$ cat config.mk
export PLATFORM = sky130hd
export DESIGN_NAME = segment_triangle_nearest_hit_core_flat
export DESIGN_NICKNAME = d
export VERILOG_FILES = /design/src/hdl/stnh_pkg.sv /design/src/hdl/stnh_tri_if.sv /design/src/hdl/stnh_res_if.sv /design/src/hdl/stnh_regs.sv /design/src/hdl/stnh_ctrl.sv /design/src/hdl/stnh_dp.sv /design/src/hdl/segment_triangle_nearest_hit_core.sv /design/src/flat_wrapper.sv
export SDC_FILE = /design/constraint.sdc
export NUM_CORES = 2
export LEC_CHECK = 0
export BUFFER_PORTS_ARGS = -buffer_cell sky130_fd_sc_hd__buf_2
export CAP_MARGIN = 20
export CORE_ASPECT_RATIO = 1.1
export CORE_MARGIN = 4
export CORE_UTILIZATION = 28
export DETAILED_ROUTE_END_ITERATION = 8
export GPL_ROUTABILITY_DRIVEN = 0
export SLEW_MARGIN = 5
export SYNTH_ARGS = -nofsm -noshare
export SYNTH_HDL_FRONTEND = slang
export SYNTH_SLANG_ARGS = --single-unit
$ cat constraint.sdc
create_clock -name clk -period 16.1 [get_ports clk]
set_input_delay 4.025 -clock clk [delete_from_list [all_inputs] [get_ports clk]]
set_output_delay 4.025 -clock clk [all_outputs]
set_load 0.03 [all_outputs]
$ cat src/hdl/stnh_pkg.sv
package stnh_pkg;

    localparam int CoordBitsDefault = 16;
    localparam int TBitsDefault     = 16;
    localparam int NumRegs          = 6;
    localparam int MacSteps         = 24;
    localparam int StepBits         = 5;

    typedef enum logic [1:0] {
        ST_IDLE,
        ST_MAC,
        ST_DIV,
        ST_UPD
    } state_t;

    typedef enum logic [3:0] {
        DST_NONE,
        DST_NX,
        DST_NY,
        DST_NZ,
        DST_D,
        DST_T,
        DST_EX,
        DST_EY,
        DST_EZ,
        DST_V,
        DST_W
    } dest_t;

    typedef struct packed {
        logic                load;
        logic                mac;
        logic [StepBits-1:0] step;
        logic                div_init;
        logic                div_step;
        logic                update;
    } cmd_t;

    typedef struct packed {
        logic last;
        logic out_busy;
    } status_t;

endpackage

$ cat src/hdl/stnh_tri_if.sv
interface stnh_tri_if #(
    parameter int COORD_BITS = 16
);
    logic                         valid;
    logic                         ready;
    logic signed [COORD_BITS-1:0] corner_a_x;
    logic signed [COORD_BITS-1:0] corner_a_y;
    logic signed [COORD_BITS-1:0] corner_a_z;
    logic signed [COORD_BITS-1:0] corner_b_x;
    logic signed [COORD_BITS-1:0] corner_b_y;
    logic signed [COORD_BITS-1:0] corner_b_z;
    logic signed [COORD_BITS-1:0] corner_c_x;
    logic signed [COORD_BITS-1:0] corner_c_y;
    logic signed [COORD_BITS-1:0] corner_c_z;
    logic                         last_triangle;

    modport source (
        output valid, corner_a_x, corner_a_y, corner_a_z, corner_b_x, corner_b_y,
               corner_b_z, corner_c_x, corner_c_y, corner_c_z, last_triangle,
        input  ready
    );
    modport sink (
        input  valid, corner_a_x, corner_a_y, corner_a_z, corner_b_x, corner_b_y,
               corner_b_z, corner_c_x, corner_c_y, corner_c_z, last_triangle,
        output ready
    );
endinterface

$ cat src/hdl/stnh_res_if.sv
interface stnh_res_if #(
    parameter int T_BITS = 16
);
    logic            valid;
    logic            ready;
    logic            hit;
    logic [T_BITS:0] nearest_fraction;

    modport source (output valid, hit, nearest_fraction, input ready);
    modport sink (input valid, hit, nearest_fraction, output ready);
endinterface

$ cat src/hdl/stnh_regs.sv
module stnh_regs #(
    parameter int COORD_BITS = 16
) (
    input  logic                  clk,
    input  logic                  rst_n,
    input  logic                  psel,
    input  logic                  penable,
    input  logic                  pwrite,
    input  logic [4:0]            paddr,
    input  logic [31:0]           pwdata,
    output logic [31:0]           prdata,
    output logic                  pready,
    output logic [COORD_BITS-1:0] seg_reg [stnh_pkg::NumRegs]
);
    import stnh_pkg::*;

    logic [2:0] idx;
    logic       wr_en;

    assign idx    = paddr[4:2];
    assign pready = 1'b1;
    assign wr_en  = psel && penable && pwrite;

    always_ff @(posedge clk or negedge rst_n)
    begin
        if (!rst_n)
        begin
            for (int i = 0; i < NumRegs; i++)
            begin
                seg_reg[i] <= '0;
            end
        end
        else if (wr_en && (32'(idx) < NumRegs))
        begin
            seg_reg[idx] <= pwdata[COORD_BITS-1:0];
        end
    end

    always_comb
    begin
        prdata = '0;
        if (32'(idx) < NumRegs)
        begin
            prdata = 32'(seg_reg[idx]);
        end
    end
endmodule

$ cat src/hdl/stnh_ctrl.sv
module stnh_ctrl #(
    parameter int T_BITS = 16
) (
    input  logic              clk,
    input  logic              rst_n,
    input  logic              in_valid,
    output logic              in_ready,
    input  stnh_pkg::status_t stat,
    output stnh_pkg::cmd_t    cmd
);
    import stnh_pkg::*;

    localparam int CntBits = $clog2(T_BITS + 1);

    state_t              state_reg, state_next;
    logic [StepBits-1:0] step_reg, step_next;
    logic [CntBits-1:0]  cnt_reg, cnt_next;

    always_ff @(posedge clk or negedge rst_n)
    begin
        if (!rst_n)
        begin
            state_reg <= ST_IDLE;
            step_reg  <= '0;
            cnt_reg   <= '0;
        end
        else
        begin
            state_reg <= state_next;
            step_reg  <= step_next;
            cnt_reg   <= cnt_next;
        end
    end

    always_comb
    begin
        state_next = state_reg;
        step_next  = step_reg;
        cnt_next   = cnt_reg;
        case (state_reg)
            ST_IDLE:
            begin
                step_next = '0;
                if (in_valid)
                begin
                    state_next = ST_MAC;
                end
            end
            ST_MAC:
            begin
                step_next = step_reg + 1'b1;
                if (step_reg == StepBits'(MacSteps - 1))
                begin
                    state_next = ST_DIV;
                    cnt_next   = '0;
                end
            end
            ST_DIV:
            begin
                cnt_next = cnt_reg + 1'b1;
                if (cnt_reg == CntBits'(T_BITS - 1))
                begin
                    state_next = ST_UPD;
                end
            end
            ST_UPD:
            begin
                // on the last triangle, hold while the previous result transaction is still pending
                if (!(stat.last && stat.out_busy))
                begin
                    state_next = ST_IDLE;
                end
            end
            default:
            begin
                state_next = ST_IDLE;
            end
        endcase
    end

    always_comb
    begin
        cmd      = '0;
        in_ready = 1'b0;
        cmd.step = step_reg;
        case (state_reg)
            ST_IDLE:
            begin
                in_ready = 1'b1;
                cmd.load = in_valid;
            end
            ST_MAC:
            begin
                cmd.mac      = 1'b1;
                cmd.div_init = (step_reg == StepBits'(MacSteps - 1));
            end
            ST_DIV:
            begin
                cmd.div_step = 1'b1;
            end
            ST_UPD:
            begin
                cmd.update = !(stat.last && stat.out_busy);
            end
            default:
            begin
                in_ready = 1'b0;
            end
        endcase
    end
endmodule

$ cat src/hdl/stnh_dp.sv
module stnh_dp #(
    parameter int COORD_BITS = 16,
    parameter int T_BITS     = 16
) (
    input  logic                  clk,
    input  logic                  rst_n,
    input  logic [COORD_BITS-1:0] seg_reg [stnh_pkg::NumRegs],
    stnh_tri_if.sink              triangle,
    stnh_res_if.source            result,
    input  stnh_pkg::cmd_t        cmd,
    output stnh_pkg::status_t     stat
);
    import stnh_pkg::*;

    localparam int DW = COORD_BITS + 1;
    localparam int PW = 2 * DW + 1;
    localparam int AW = DW + PW + 3;

    logic signed [DW-1:0] ab_reg [3];
    logic signed [DW-1:0] ac_reg [3];
    logic signed [DW-1:0] qp_reg [3];
    logic signed [DW-1:0] ap_reg [3];
    logic signed [PW-1:0] n_reg  [3];
    logic signed [PW-1:0] e_reg  [3];
    logic signed [AW-1:0] acc_reg, acc_next;
    logic signed [AW-1:0] d_reg, t_reg, v_reg, w_reg;
    logic                 last_reg;
    logic [AW:0]          rem_reg;
    logic [T_BITS-1:0]    quo_reg;
    logic                 best_any_reg;
    logic [T_BITS:0]      best_reg;
    logic                 out_valid_reg;
    logic                 out_hit_reg;
    logic [T_BITS:0]      out_frac_reg;

    logic signed [DW-1:0]    op_a;
    logic signed [PW-1:0]    op_b;
    logic signed [DW+PW-1:0] prod;
    logic signed [AW-1:0]    acc_base;
    logic                    first;
    logic                    sub;
    dest_t                   dest;
    logic [AW:0]             rem_sh;
    logic [AW:0]             d_ext;
    logic                    tri_hit;
    logic [T_BITS:0]         frac;
    logic                    any_next;
    logic [T_BITS:0]         best_next;

    function automatic logic signed [DW-1:0] dif(input logic [COORD_BITS-1:0] x,
                                                 input logic [COORD_BITS-1:0] y);
        return DW'($signed(x)) - DW'($signed(y));
    endfunction

    // multiply-accumulate schedule: normal, d, t, cross(qp, ap), v, w
    always_comb
    begin
        op_a  = ab_reg[1];
        op_b  = PW'(ac_reg[2]);
        first = 1'b0;
        sub   = 1'b0;
        dest  = DST_NONE;
        case (cmd.step)
            5'd0:  begin op_a = ab_reg[1]; op_b = PW'(ac_reg[2]); first = 1'b1; end
            5'd1:  begin op_a = ab_reg[2]; op_b = PW'(ac_reg[1]); sub = 1'b1; dest = DST_NX; end
            5'd2:  begin op_a = ab_reg[2]; op_b = PW'(ac_reg[0]); first = 1'b1; end
            5'd3:  begin op_a = ab_reg[0]; op_b = PW'(ac_reg[2]); sub = 1'b1; dest = DST_NY; end
            5'd4:  begin op_a = ab_reg[0]; op_b = PW'(ac_reg[1]); first = 1'b1; end
            5'd5:  begin op_a = ab_reg[1]; op_b = PW'(ac_reg[0]); sub = 1'b1; dest = DST_NZ; end
            5'd6:  begin op_a = qp_reg[0]; op_b = n_reg[0]; first = 1'b1; end
            5'd7:  begin op_a = qp_reg[1]; op_b = n_reg[1]; end
            5'd8:  begin op_a = qp_reg[2]; op_b = n_reg[2]; dest = DST_D; end
            5'd9:  begin op_a = ap_reg[0]; op_b = n_reg[0]; first = 1'b1; end
            5'd10: begin op_a = ap_reg[1]; op_b = n_reg[1]; end
            5'd11: begin op_a = ap_reg[2]; op_b = n_reg[2]; dest = DST_T; end
            5'd12: begin op_a = qp_reg[1]; op_b = PW'(ap_reg[2]); first = 1'b1; end
            5'd13: begin op_a = qp_reg[2]; op_b = PW'(ap_reg[1]); sub = 1'b1; dest = DST_EX; end
            5'd14: begin op_a = qp_reg[2]; op_b = PW'(ap_reg[0]); first = 1'b1; end
            5'd15: begin op_a = qp_reg[0]; op_b = PW'(ap_reg[2]); sub = 1'b1; dest = DST_EY; end
            5'd16: begin op_a = qp_reg[0]; op_b = PW'(ap_reg[1]); first = 1'b1; end
            5'd17: begin op_a = qp_reg[1]; op_b = PW'(ap_reg[0]); sub = 1'b1; dest = DST_EZ; end
            5'd18: begin op_a = ac_reg[0]; op_b = e_reg[0]; first = 1'b1; end
            5'd19: begin op_a = ac_reg[1]; op_b = e_reg[1]; end
            5'd20: begin op_a = ac_reg[2]; op_b = e_reg[2]; dest = DST_V; end
            5'd21: begin op_a = ab_reg[0]; op_b = e_reg[0]; first = 1'b1; sub = 1'b1; end
            5'd22: begin op_a = ab_reg[1]; op_b = e_reg[1]; sub = 1'b1; end
            5'd23: begin op_a = ab_reg[2]; op_b = e_reg[2]; sub = 1'b1; dest = DST_W; end
            default: begin dest = DST_NONE; end
        endcase
    end

    assign prod     = op_a * op_b;
    assign acc_base = first ? '0 : acc_reg;
    assign acc_next = sub ? (acc_base - AW'(prod)) : (acc_base + AW'(prod));

    assign rem_sh = {rem_reg[AW-1:0], 1'b0};
    assign d_ext  = {1'b0, d_reg};

    assign tri_hit = (d_reg > 0) && (t_reg >= 0) && (t_reg <= d_reg)
                  && (v_reg >= 0) && (v_reg <= d_reg) && (w_reg >= 0)
                  && ((v_reg + w_reg) <= d_reg);
    assign frac      = (t_reg >= d_reg) ? {1'b1, T_BITS'(0)} : {1'b0, quo_reg};
    assign any_next  = best_any_reg || tri_hit;
    assign best_next = (tri_hit && (frac < best_reg)) ? frac : best_reg;

    always_ff @(posedge clk)
    begin
        if (cmd.load)
        begin
            ab_reg[0] <= DW'(triangle.corner_b_x) - DW'(triangle.corner_a_x);
            ab_reg[1] <= DW'(triangle.corner_b_y) - DW'(triangle.corner_a_y);
            ab_reg[2] <= DW'(triangle.corner_b_z) - DW'(triangle.corner_a_z);
            ac_reg[0] <= DW'(triangle.corner_c_x) - DW'(triangle.corner_a_x);
            ac_reg[1] <= DW'(triangle.corner_c_y) - DW'(triangle.corner_a_y);
            ac_reg[2] <= DW'(triangle.corner_c_z) - DW'(triangle.corner_a_z);
            qp_reg[0] <= dif(seg_reg[0], seg_reg[3]);
            qp_reg[1] <= dif(seg_reg[1], seg_reg[4]);
            qp_reg[2] <= dif(seg_reg[2], seg_reg[5]);
            ap_reg[0] <= DW'($signed(seg_reg[0])) - DW'(triangle.corner_a_x);
            ap_reg[1] <= DW'($signed(seg_reg[1])) - DW'(triangle.corner_a_y);
            ap_reg[2] <= DW'($signed(seg_reg[2])) - DW'(triangle.corner_a_z);
            last_reg  <= triangle.last_triangle;
        end
        if (cmd.mac)
        begin
            acc_reg <= acc_next;
            case (dest)
                DST_NX:  n_reg[0] <= PW'(acc_next);
                DST_NY:  n_reg[1] <= PW'(acc_next);
                DST_NZ:  n_reg[2] <= PW'(acc_next);
                DST_D:   d_reg    <= acc_next;
                DST_T:   t_reg    <= acc_next;
                DST_EX:  e_reg[0] <= PW'(acc_next);
                DST_EY:  e_reg[1] <= PW'(acc_next);
                DST_EZ:  e_reg[2] <= PW'(acc_next);
                DST_V:   v_reg    <= acc_next;
                DST_W:   w_reg    <= acc_next;
                default:
                begin
                end
            endcase
        end
        if (cmd.div_init)
        begin
            rem_reg <= {1'b0, t_reg};
            quo_reg <= '0;
        end
        else if (cmd.div_step)
        begin
            // restoring division: one quotient bit per cycle
            if (rem_sh >= d_ext)
            begin
                rem_reg <= rem_sh - d_ext;
                quo_reg <= {quo_reg[T_BITS-2:0], 1'b1};
            end
            else
            begin
                rem_reg <= rem_sh;
                quo_reg <= {quo_reg[T_BITS-2:0], 1'b0};
            end
        end
        if (cmd.update && last_reg)
        begin
            out_hit_reg  <= any_next;
            out_frac_reg <= best_next;
        end
    end

    always_ff @(posedge clk or negedge rst_n)
    begin
        if (!rst_n)
        begin
            best_any_reg  <= 1'b0;
            best_reg      <= {1'b1, T_BITS'(0)};
            out_valid_reg <= 1'b0;
        end
        else
        begin
            if (cmd.update)
            begin
                if (last_reg)
                begin
                    best_any_reg  <= 1'b0;
                    best_reg      <= {1'b1, T_BITS'(0)};
                    out_valid_reg <= 1'b1;
                end
                else
                begin
                    best_any_reg <= any_next;
                    best_reg     <= best_next;
                    if (result.ready)
                    begin
                        out_valid_reg <= 1'b0;
                    end
                end
            end
            else if (result.ready)
            begin
                out_valid_reg <= 1'b0;
            end
        end
    end

    assign result.valid            = out_valid_reg;
    assign result.hit              = out_hit_reg;
    assign result.nearest_fraction = out_frac_reg;

    assign stat.last     = last_reg;
    assign stat.out_busy = out_valid_reg && !result.ready;
endmodule

$ cat src/hdl/segment_triangle_nearest_hit_core.sv
// Each triangle passes an accept state, the multiply-accumulate steps on the shared
// multiplier, the bit-serial divide and an update state, in that order.
// A new triangle is accepted only once the current one has left the update state;
// results leave through an output register.
// Reset (rst_n, asynchronous, active low) clears segment registers, the running
// nearest fraction (to 1.0), the running hit flag and all control state.
module segment_triangle_nearest_hit_core #(
    parameter int COORD_BITS = stnh_pkg::CoordBitsDefault,
    parameter int T_BITS     = stnh_pkg::TBitsDefault
) (
    input  logic        clk,
    input  logic        rst_n,
    input  logic        psel,
    input  logic        penable,
    input  logic        pwrite,
    input  logic [4:0]  paddr,
    input  logic [31:0] pwdata,
    output logic [31:0] prdata,
    output logic        pready,
    stnh_tri_if.sink    triangle,
    stnh_res_if.source  result
);
    import stnh_pkg::*;

    logic [COORD_BITS-1:0] seg_reg [NumRegs];
    cmd_t                  cmd;
    status_t               stat;

    stnh_regs #(.COORD_BITS(COORD_BITS)) u_regs (
        .clk     (clk),
        .rst_n   (rst_n),
        .psel    (psel),
        .penable (penable),
        .pwrite  (pwrite),
        .paddr   (paddr),
        .pwdata  (pwdata),
        .prdata  (prdata),
        .pready  (pready),
        .seg_reg (seg_reg)
    );

    stnh_ctrl #(.T_BITS(T_BITS)) u_ctrl (
        .clk      (clk),
        .rst_n    (rst_n),
        .in_valid (triangle.valid),
        .in_ready (triangle.ready),
        .stat     (stat),
        .cmd      (cmd)
    );

    stnh_dp #(.COORD_BITS(COORD_BITS), .T_BITS(T_BITS)) u_dp (
        .clk      (clk),
        .rst_n    (rst_n),
        .seg_reg  (seg_reg),
        .triangle (triangle),
        .result   (result),
        .cmd      (cmd),
        .stat     (stat)
    );
endmodule
$ cat src/flat_wrapper.sv
// flat-port wrapper written by rule: the top's interface ports become plain ports
module segment_triangle_nearest_hit_core_flat import stnh_pkg::*;
#(
    parameter int COORD_BITS = stnh_pkg::CoordBitsDefault,
    parameter int T_BITS     = stnh_pkg::TBitsDefault
)
  (clk, rst_n, psel, penable, pwrite, paddr, pwdata, prdata, pready, triangle_valid, triangle_corner_a_x, triangle_corner_a_y, triangle_corner_a_z, triangle_corner_b_x, triangle_corner_b_y, triangle_corner_b_z, triangle_corner_c_x, triangle_corner_c_y, triangle_corner_c_z, triangle_last_triangle, triangle_ready, result_valid, result_hit, result_nearest_fraction, result_ready);
  stnh_tri_if #(.COORD_BITS(COORD_BITS)) triangle_i ();
  stnh_res_if #(.T_BITS(T_BITS)) result_i ();
  input  logic clk;
  input  logic rst_n;
  input  logic psel;
  input  logic penable;
  input  logic pwrite;
  input  logic [4:0] paddr;
  input  logic [31:0] pwdata;
  output logic [31:0] prdata;
  output logic pready;
  input wire logic [$bits(triangle_i.valid)-1:0] triangle_valid;
  input wire logic [$bits(triangle_i.corner_a_x)-1:0] triangle_corner_a_x;
  input wire logic [$bits(triangle_i.corner_a_y)-1:0] triangle_corner_a_y;
  input wire logic [$bits(triangle_i.corner_a_z)-1:0] triangle_corner_a_z;
  input wire logic [$bits(triangle_i.corner_b_x)-1:0] triangle_corner_b_x;
  input wire logic [$bits(triangle_i.corner_b_y)-1:0] triangle_corner_b_y;
  input wire logic [$bits(triangle_i.corner_b_z)-1:0] triangle_corner_b_z;
  input wire logic [$bits(triangle_i.corner_c_x)-1:0] triangle_corner_c_x;
  input wire logic [$bits(triangle_i.corner_c_y)-1:0] triangle_corner_c_y;
  input wire logic [$bits(triangle_i.corner_c_z)-1:0] triangle_corner_c_z;
  input wire logic [$bits(triangle_i.last_triangle)-1:0] triangle_last_triangle;
  output wire logic [$bits(triangle_i.ready)-1:0] triangle_ready;
  output wire logic [$bits(result_i.valid)-1:0] result_valid;
  output wire logic [$bits(result_i.hit)-1:0] result_hit;
  output wire logic [$bits(result_i.nearest_fraction)-1:0] result_nearest_fraction;
  input wire logic [$bits(result_i.ready)-1:0] result_ready;
  assign triangle_i.valid = triangle_valid;
  assign triangle_i.corner_a_x = triangle_corner_a_x;
  assign triangle_i.corner_a_y = triangle_corner_a_y;
  assign triangle_i.corner_a_z = triangle_corner_a_z;
  assign triangle_i.corner_b_x = triangle_corner_b_x;
  assign triangle_i.corner_b_y = triangle_corner_b_y;
  assign triangle_i.corner_b_z = triangle_corner_b_z;
  assign triangle_i.corner_c_x = triangle_corner_c_x;
  assign triangle_i.corner_c_y = triangle_corner_c_y;
  assign triangle_i.corner_c_z = triangle_corner_c_z;
  assign triangle_i.last_triangle = triangle_last_triangle;
  assign triangle_ready = triangle_i.ready;
  assign result_valid = result_i.valid;
  assign result_hit = result_i.hit;
  assign result_nearest_fraction = result_i.nearest_fraction;
  assign result_i.ready = result_ready;
  segment_triangle_nearest_hit_core #(.COORD_BITS(COORD_BITS), .T_BITS(T_BITS)) u_core (.clk(clk), .rst_n(rst_n), .psel(psel), .penable(penable), .pwrite(pwrite), .paddr(paddr), .pwdata(pwdata), .prdata(prdata), .pready(pready), .triangle(triangle_i), .result(result_i));
endmodule
==> out/qor.csv <==
metric,value,unit
synth_area_per_cell,9.94,um^2
period_needed,14.69,ns
synth_cells,7672,
rsz0062_at_grt,no,
max_freq,68.1,MHz
placementRows,200,
hold_buffers,0,
routed_via_density,5.06,
grt_pass1_vias,59800,
dp.cells,11400,
finalNonFillerCells,11600,
multiInputGateArea,45300,um^2
ios,242,
grt.overflow.total,0,
hold_viol_final,0,
die_w,506,um
grt_max_degree,93,
async_flop_share,0.140,
cp_slowest_cell,dfrtp_1,
finalCritPeriodShare,0.912,
synth_cell_types,101,
regArea,26400,um^2
crit_path_frequent_cell,fa_1,
grt_first_pass_wirelength,347,mm
max_stage_delay,1.03,ns
cts_tree,yes,
wl_per_cell,19.4,um
fin_worst_skew,0.0482,ns
synth_ff_type,edfxtp_1,
fp.coreArea,271000,um^2
dieArea,281000,um^2
cts.sinks,906,
worst_setup_path_end_kind,flip-flop,
synth_edf_count,763,
postCtsResizedCells,0,
htreeDepth,3,
routed_wl,225,mm
reg2reg_slack,1.41,ns
port-buffer-count,206,
synth_seq_area_share,0.346,
utilization,0.316,
drv_cap,0,
drc,0,
hp-class,flip-flop to flip-flop,
hpwl,180,mm
post_cts_buffers,0,
critical_path_class,flip-flop to flip-flop,
final.setup.tns,0,ns
cts_buffers,95,
final_nets,9307,
clkTransAtPathRegs,0.06,ns
clock_latency,0.74,ns
drt-pass1-iter-count,8,
slew_violations,0,
ant_nets,0,
start_util,0.282,
synth_area,76300,um^2
nFillCells,27600,
vias,58700,
setup_viol,0,
required,16.52,ns
drt_iter0_drc,5367,
antenna_found_initial,7,
crit_arrival,15.11,ns
syn_to_final_growth,12.1,%
clockBufferDepth,3,
die_h,555,um
critPathLaunchType,flip-flop,
synth_seq_cells,906,
yosys_warnings,0,
cp_max_fo,40,
drive_above_1_share,0.0814,
max_slew_margin,0.224,
worst_pin_slew,1.16,ns
cts-root-buf,clkbuf_16,
track_usage,0.156,
status,"complete, no violations",
==> final timing paths <==
kind | startpoint | cells after the start | end
max | u_core.u_ctrl.step_reg[3]$_DFFE_PN0P_ | 40 | u_core.u_dp.acc_reg[53]$_DFFE_PP_
min | u_core.u_ctrl.cnt_reg[4]$_DFFE_PN0P_ | 2 | u_core.u_ctrl.cnt_reg[4]$_DFFE_PN0P_
max reg2reg | u_core.u_ctrl.step_reg[3]$_DFFE_PN0P_ | 40 | u_core.u_dp.acc_reg[53]$_DFFE_PP_
min reg2reg | u_core.u_ctrl.cnt_reg[4]$_DFFE_PN0P_ | 2 | u_core.u_ctrl.cnt_reg[4]$_DFFE_PN0P_
max in group asynchronous | rst_n | 2 | u_core.u_regs.seg_reg[4]$_DFFE_PN0P_
min in group asynchronous | rst_n | 1 | u_core.u_regs.seg_reg[32]$_DFFE_PN0P_
==> cell type report <==
| class | count | area share |
|---|---|---|
| multi-input cells | 5509 | 0.530 |
| flip-flops and latches | 906 | 0.309 |
| well taps | 3636 | 0.0532 |
| inverters | 1032 | 0.0453 |
| clock buffers | 114 | 0.0300 |
| repair buffers | 324 | 0.0228 |
| clock inverters | 64 | 0.00986 |
| diodes | 6 | 0.000176 |
==> cells by family (layout without fill, tap and decap cells) <==
group	Yosys count	after routing	synth area share
AO/OA/AOI/OAI	1685	1685	0.146
XOR/XNOR	332	332	0.0381
adder cells (fa/ha/maj)	1250	1250	0.262
buffers and inverters	1272	1534	0.0641
flip-flops	906	906	0.346
multiplexers	146	146	0.0203
other	2	23	0.0000985
AND/OR/NAND/NOR	2079	2079	0.123
==> synth_stat cells, types with 50 or more instances <==
master,number,area (um^2)
nor2_1,754,2830
a22oi_1,188,1410
a21oi_1,357,1790
xnor2_1,214,1870
ha_1,668,8360
and3_1,50,313
nand3_1,178,891
inv_1,1030,3870
nor3_1,51,255
o21ai_0,341,1710
edfxtp_1,763,22900
mux2_2,68,766
xor2_1,118,1030
a21o_1,224,1680
clkbuf_1,198,743
o21a_1,72,541
dfrtp_1,126,3150
nand2b_1,58,363
nor2b_1,88,551
a21boi_0,89,668
mux2i_1,78,781
nand4_1,67,419
and2_1,73,457
fa_1,582,11700
nand2_1,648,2430
==> critical path: cells and delay by family (launching register included) <==
family | cells | cell delay (ns)
buffers and inverters | 6 | 0.90
AO/OA/AOI/OAI | 15 | 4.44
flip-flops | 1 | 1.03
adder cells (fa/ha/maj) | 8 | 3.85
XOR/XNOR | 2 | 0.65
AND/OR/NAND/NOR | 9 | 3.41
==> per-layer routing <==
layer | track usage | part of all wire
met1 | 0.213 | 0.44
met2 | 0.257 | 0.46
met3 | 0.0242 | 0.072
met4 | 0.0409 | 0.028
met5 | 0 | 0
==> cell usage in the layout (no fill, tap or decap), drive strengths merged, types with 114 or more instances in the layout <==
cell type and count:
nand3 178, a21oi 361, o21ai 391, clkbuf 114, a22oi 188, inv 1039, ha 668, dfrtp 126
xor2 118, fa 582, nor2 754, edfxtp 763, buf 324, xnor2 214, nand2 648, a21o 225
==> metrics by stage <==
stage / setup WS [ns] / hold WS, ns / cell area, um^2
6_report: 1.41 / 0.505 / 85500
5_1_grt: 0.656 / 0.541 / 85500
4_1_cts: 1.48 / 0.524 / 85400
3_5_place_dp: 1.58 / 0.506 / 82000
3_3_place_gp: 1.73 / 0.467 / 82000
2_1_floorplan: 4.20 / 0.450 / 76300
Power is left out: the tool's default activity adds up to more than one toggle a clock period on the data nets, which glitch-free logic cannot reach.
